### src/hdl/ssu_pkg.sv
// ----------------------------------------------------------------------------
// ssu_pkg
// Shared types and constants for the sorted set table unit.
// ----------------------------------------------------------------------------
`default_nettype none

package ssu_pkg;

  // field widths fixed by the interface
  localparam int VALUE_W      = 32;
  localparam int MODE_W       = 2;
  localparam int CNT_W        = 7;

  // default number of slots
  localparam int CAPACITY_DEF = 64;

  // operation codes
  typedef enum logic [MODE_W-1:0] {
    MODE_INSERT = 2'd0,
    MODE_ERASE  = 2'd1,
    MODE_FIND   = 2'd2,
    MODE_CLEAR  = 2'd3
  } mode_t;

  // controller states
  typedef enum logic [1:0] {
    ST_IDLE,
    ST_COMPARE,
    ST_DECIDE,
    ST_COMMIT
  } state_t;

  // commands from controller to datapath
  typedef struct packed {
    logic load;     // capture the incoming beat
    logic compare;  // every slot compares itself against the value
    logic decide;   // reduce match flags, pick the action
    logic commit;   // shift the row, update count, present result
  } ssu_cmd_t;

endpackage : ssu_pkg

`default_nettype wire

### src/hdl/ssu_ctrl.sv
// ----------------------------------------------------------------------------
// ssu_ctrl
// Sequencer: steps each accepted operation through compare, decide, commit.
// ----------------------------------------------------------------------------
`default_nettype none

module ssu_ctrl
  import ssu_pkg::*;
(
  input  logic     clk,
  input  logic     rst,
  input  logic     start,
  output logic     busy,
  output ssu_cmd_t cmd
);

  state_t state;
  state_t state_next;

  // state register
  always_ff @(posedge clk) begin
    if (rst) begin
      state <= ST_IDLE;
    end else begin
      state <= state_next;
    end
  end

  // next state
  always_comb begin
    state_next = state;
    case (state)
      ST_IDLE:    if (start) state_next = ST_COMPARE;
      ST_COMPARE: state_next = ST_DECIDE;
      ST_DECIDE:  state_next = ST_COMMIT;
      ST_COMMIT:  state_next = ST_IDLE;
      default:    state_next = ST_IDLE;
    endcase
  end

  // outputs
  always_comb begin
    cmd  = '0;
    busy = 1'b1;
    case (state)
      ST_IDLE: begin
        busy     = 1'b0;
        cmd.load = start;
      end
      ST_COMPARE: cmd.compare = 1'b1;
      ST_DECIDE:  cmd.decide  = 1'b1;
      ST_COMMIT:  cmd.commit  = 1'b1;
      default:    busy = 1'b0;
    endcase
  end

endmodule : ssu_ctrl

`default_nettype wire

### config.mk
export PLATFORM = sky130hd
export DESIGN_NAME = ssu_ctrl
export DESIGN_NICKNAME = d
export VERILOG_FILES = /design/src/hdl/ssu_pkg.sv /design/src/hdl/ssu_ctrl.sv
export SDC_FILE = /design/constraint.sdc
export NUM_CORES = 1
export LEC_CHECK = 0
export BUFFER_PORTS_ARGS = -buffer_cell sky130_fd_sc_hd__buf_2
export CAP_MARGIN = 30
export CORE_AREA = 2 2 39 41
export DETAILED_ROUTE_END_ITERATION = 8
export DIE_AREA = 0 0 41 43
export SLEW_MARGIN = 30
export SYNTH_ARGS = -nofsm -noshare
export SYNTH_HDL_FRONTEND = slang
export SYNTH_SLANG_ARGS = --single-unit
### constraint.sdc
create_clock -name clk -period 2 [get_ports clk]
set_clock_uncertainty 0.15 [all_clocks]
set_input_delay 0.3 -clock clk [delete_from_list [all_inputs] [get_ports clk]]
set_output_delay 0.3 -clock clk [all_outputs]
set_load 0.05 [all_outputs]
==> impl_results.md <==
* Cell Rows at 14
* Synth top area share at 0.400
* Reg-to-Reg Start: state[0]$_SDFFE_PP0P_
* Tcrit/Tclk final at 0.882
* Std-Cell Core Area at 1380 um^2
* DRC viols at 0
* Worst Path Buf+Inv at 2
* Nets@finish at 37
* CTS buffer count at 3
* Clock Sinks at 2
* Family with the most delay on the worst path: flip-flops
* Total Routing Usage GR at 0.0541
* Chip width at 41 um
* CP peak stage delay at 0.38 ns
* Synthesized net count at 25
* Fin crit period at 1.76 ns
* Vias in the first global route at 153
* Top flop regs: state (2)
* Distinct cell type count of the synthesized netlist at 8
* Clock transition at path regs at ~0.030 ns
* Starting DRT DRC Count at 1
* Crit-path slowest cell: dfxtp_1
* Fin. Hold Viols at 0
* Input/output buffers at 7
* Die Area at 1760 um^2
* Syn_area_per_cell at 9.20 um^2
* Worst Max-Slew Pin Slew at 0.250 ns
* Critical path class: reg -> out
* Fmax at 567 MHz
* Type of origin of the critical path: flip-flop
* WHS Path Cells at 2
* DRT antenna net count at 0
* CTS Root Cell: clkbuf_4
* Initial Utilization at 0.113
* Initial antenna violation count at 0
* Die height at 43 um
* Setup Viol. Count Final at 0
* CTS resizes at 0
* Worst setup EP type: primary output
* FF+latch count, synth at 2
* Max Cap Viol at 0
* Latest clock arrival within the worst-skew pair at between 0.2 and 0.25 ns
* Fill count at 154
* Sequential cell area fraction in the yosys report at 0.256
* CP arrival at 1.31 ns
* # hold bufs at CTS at 0
* RR Endpoint: state[1]$_SDFFE_PP0P_
* Via density at 3.05
* Final GP Congestion at 0.573
* Worst r2r path cells at 5
* First-pass GRT wire length at 545 um
* Hold Path Sink: state[0]$_SDFFE_PP0P_
* Most frequent cells in the layout: buf_2 (7), ha_1 (5), inv_1 (3), nor2_1 (3), clkbuf_4 (3)
* HP Class: in -> reg
* Initial DRT Pass Iterations at 2
* Setup TNS at 0 ns
* YS warnings at 0
* Setup bufs post-CTS at 0
* Cell area after synthesis at about 160 um^2
* Post-Synthesis Cells at 17
* Worst EP required at 1.55 ns
* Post-synth top area cell: ha_1
* Crit-path cells: inv_1 -> ha_1 -> and2_2 -> buf_2
* Final wirelength at 294 um
* Relative slew slack at 0.834
* RSZ-0062 raised after global routing: no
* Routed len/inst at 6.84 um
* Hold_sp: rst
* Synth area leaders: ha_1 (40%), dfxtp_1 (26%), inv_1 (7.2%)
* CTS HTree Levels at 1
* CTS tree: yes
* Via count at 131
* Worst R2R Setup Slack at between 0.6 and 0.7 ns
* Fraction of layout instances using a drive strength above 1 at 0.407
* Syn-to-layout area delta at 49.6%
* Diode count at 0
* Congestion Overflow GR at 0
* Clk buf depth at 2
* Final Max Slew Viols at 0
* Biggest register: state
* Largest register FFs at 2
* Commonest non-fill, non-tap cell in the layout: buf_2
* Outcome: finished clean
* Largest net degree at the start of global routing at 5
* Crit Path Max Fanout at 4
* IO Count at 8
[stage by stage]
| stage | std cells | util | setup slack (ns) | hold slack, ns | instance area [um^2] |
|---|---|---|---|---|---|
| 6_report | 43 | 0.169 | 0.236 | 0.107 | 234 |
| 3_5_place_dp | 40 | 0.153 | 0.474 | 0.340 | 211 |
| 5_1_grt | 43 | 0.169 | 0.165 | 0.0965 | 234 |
| 3_3_place_gp | 40 | 0.153 | 0.483 | 0.336 | 211 |
| 4_1_cts | 43 | 0.169 | 0.228 | 0.101 | 234 |
| 2_1_floorplan | 17 | - | 0.599 | 0.222 | 156 |
[cell usage after synthesis]
cell type	instances
a211oi_1	1
ha_1	5
mux2i_1	1
dfxtp_1	2
inv_1	3
nand2b_1	1
nor2_1	3
and2_2	1
[area by class of cell]
| class | count | area [um^2] | share of cell area |
|---|---|---|---|
| Clock buffer | 3 | 22.5 | 0.0963 |
| Tap cell | 16 | 20.0 | 0.0856 |
| Sequential cell | 2 | 40.0 | 0.171 |
| Timing Repair Buffer | 7 | 35.0 | 0.150 |
| Multi-Input combinational cell | 12 | 105 | 0.449 |
| Inverter | 3 | 11.3 | 0.0481 |
[worst register-to-register path, stage by stage (launching register included)]
cell and delay [ns]:
dfxtp_1 0.38, inv_1 0.10, ha_1 0.23, nand2b_1 0.13, mux2i_1 0.19, nor2_1 0.05
[how the worst max path moves through the flow]
stage                        end             startpoint  cells after the start  slack (ns)
after detailed placement  cmd[3]  state[0]$_SDFFE_PP0P_                      4        0.47
after CTS                 cmd[3]  state[0]$_SDFFE_PP0P_                      4        0.23
after global placement    cmd[3]  state[0]$_SDFFE_PP0P_                      4        0.48
after floorplan             busy  state[0]$_SDFFE_PP0P_                      3        0.60
final                     cmd[3]  state[0]$_SDFFE_PP0P_                      4        0.24
after global routing      cmd[3]  state[0]$_SDFFE_PP0P_                      4        0.17
[cells by family after synthesis]
logic type               Yosys count  synth area share
adder cells (fa/ha/maj)            5             0.400
flip-flops                         2             0.256
buffers and inverters              3            0.0720
multiplexers                       1            0.0640
AND/OR/NAND/NOR                    5             0.160
AO/OA/AOI/OAI                      1            0.0480
[metal layers]
| metal | routed length, um | share of wire | track usage |
|---|---|---|---|
| met1 | 111 | 0.38 | 0.0383 |
| met2 | 154 | 0.52 | 0.0656 |
| met3 | 28 | 0.095 | 0.0471 |
| met5 | 0 | 0 | 0 |
| met4 | 0 | 0 | 0.0800 |
Power is left out: the tool's default activity adds up to more than one toggle a clock period on the data nets, which glitch-free logic cannot reach.
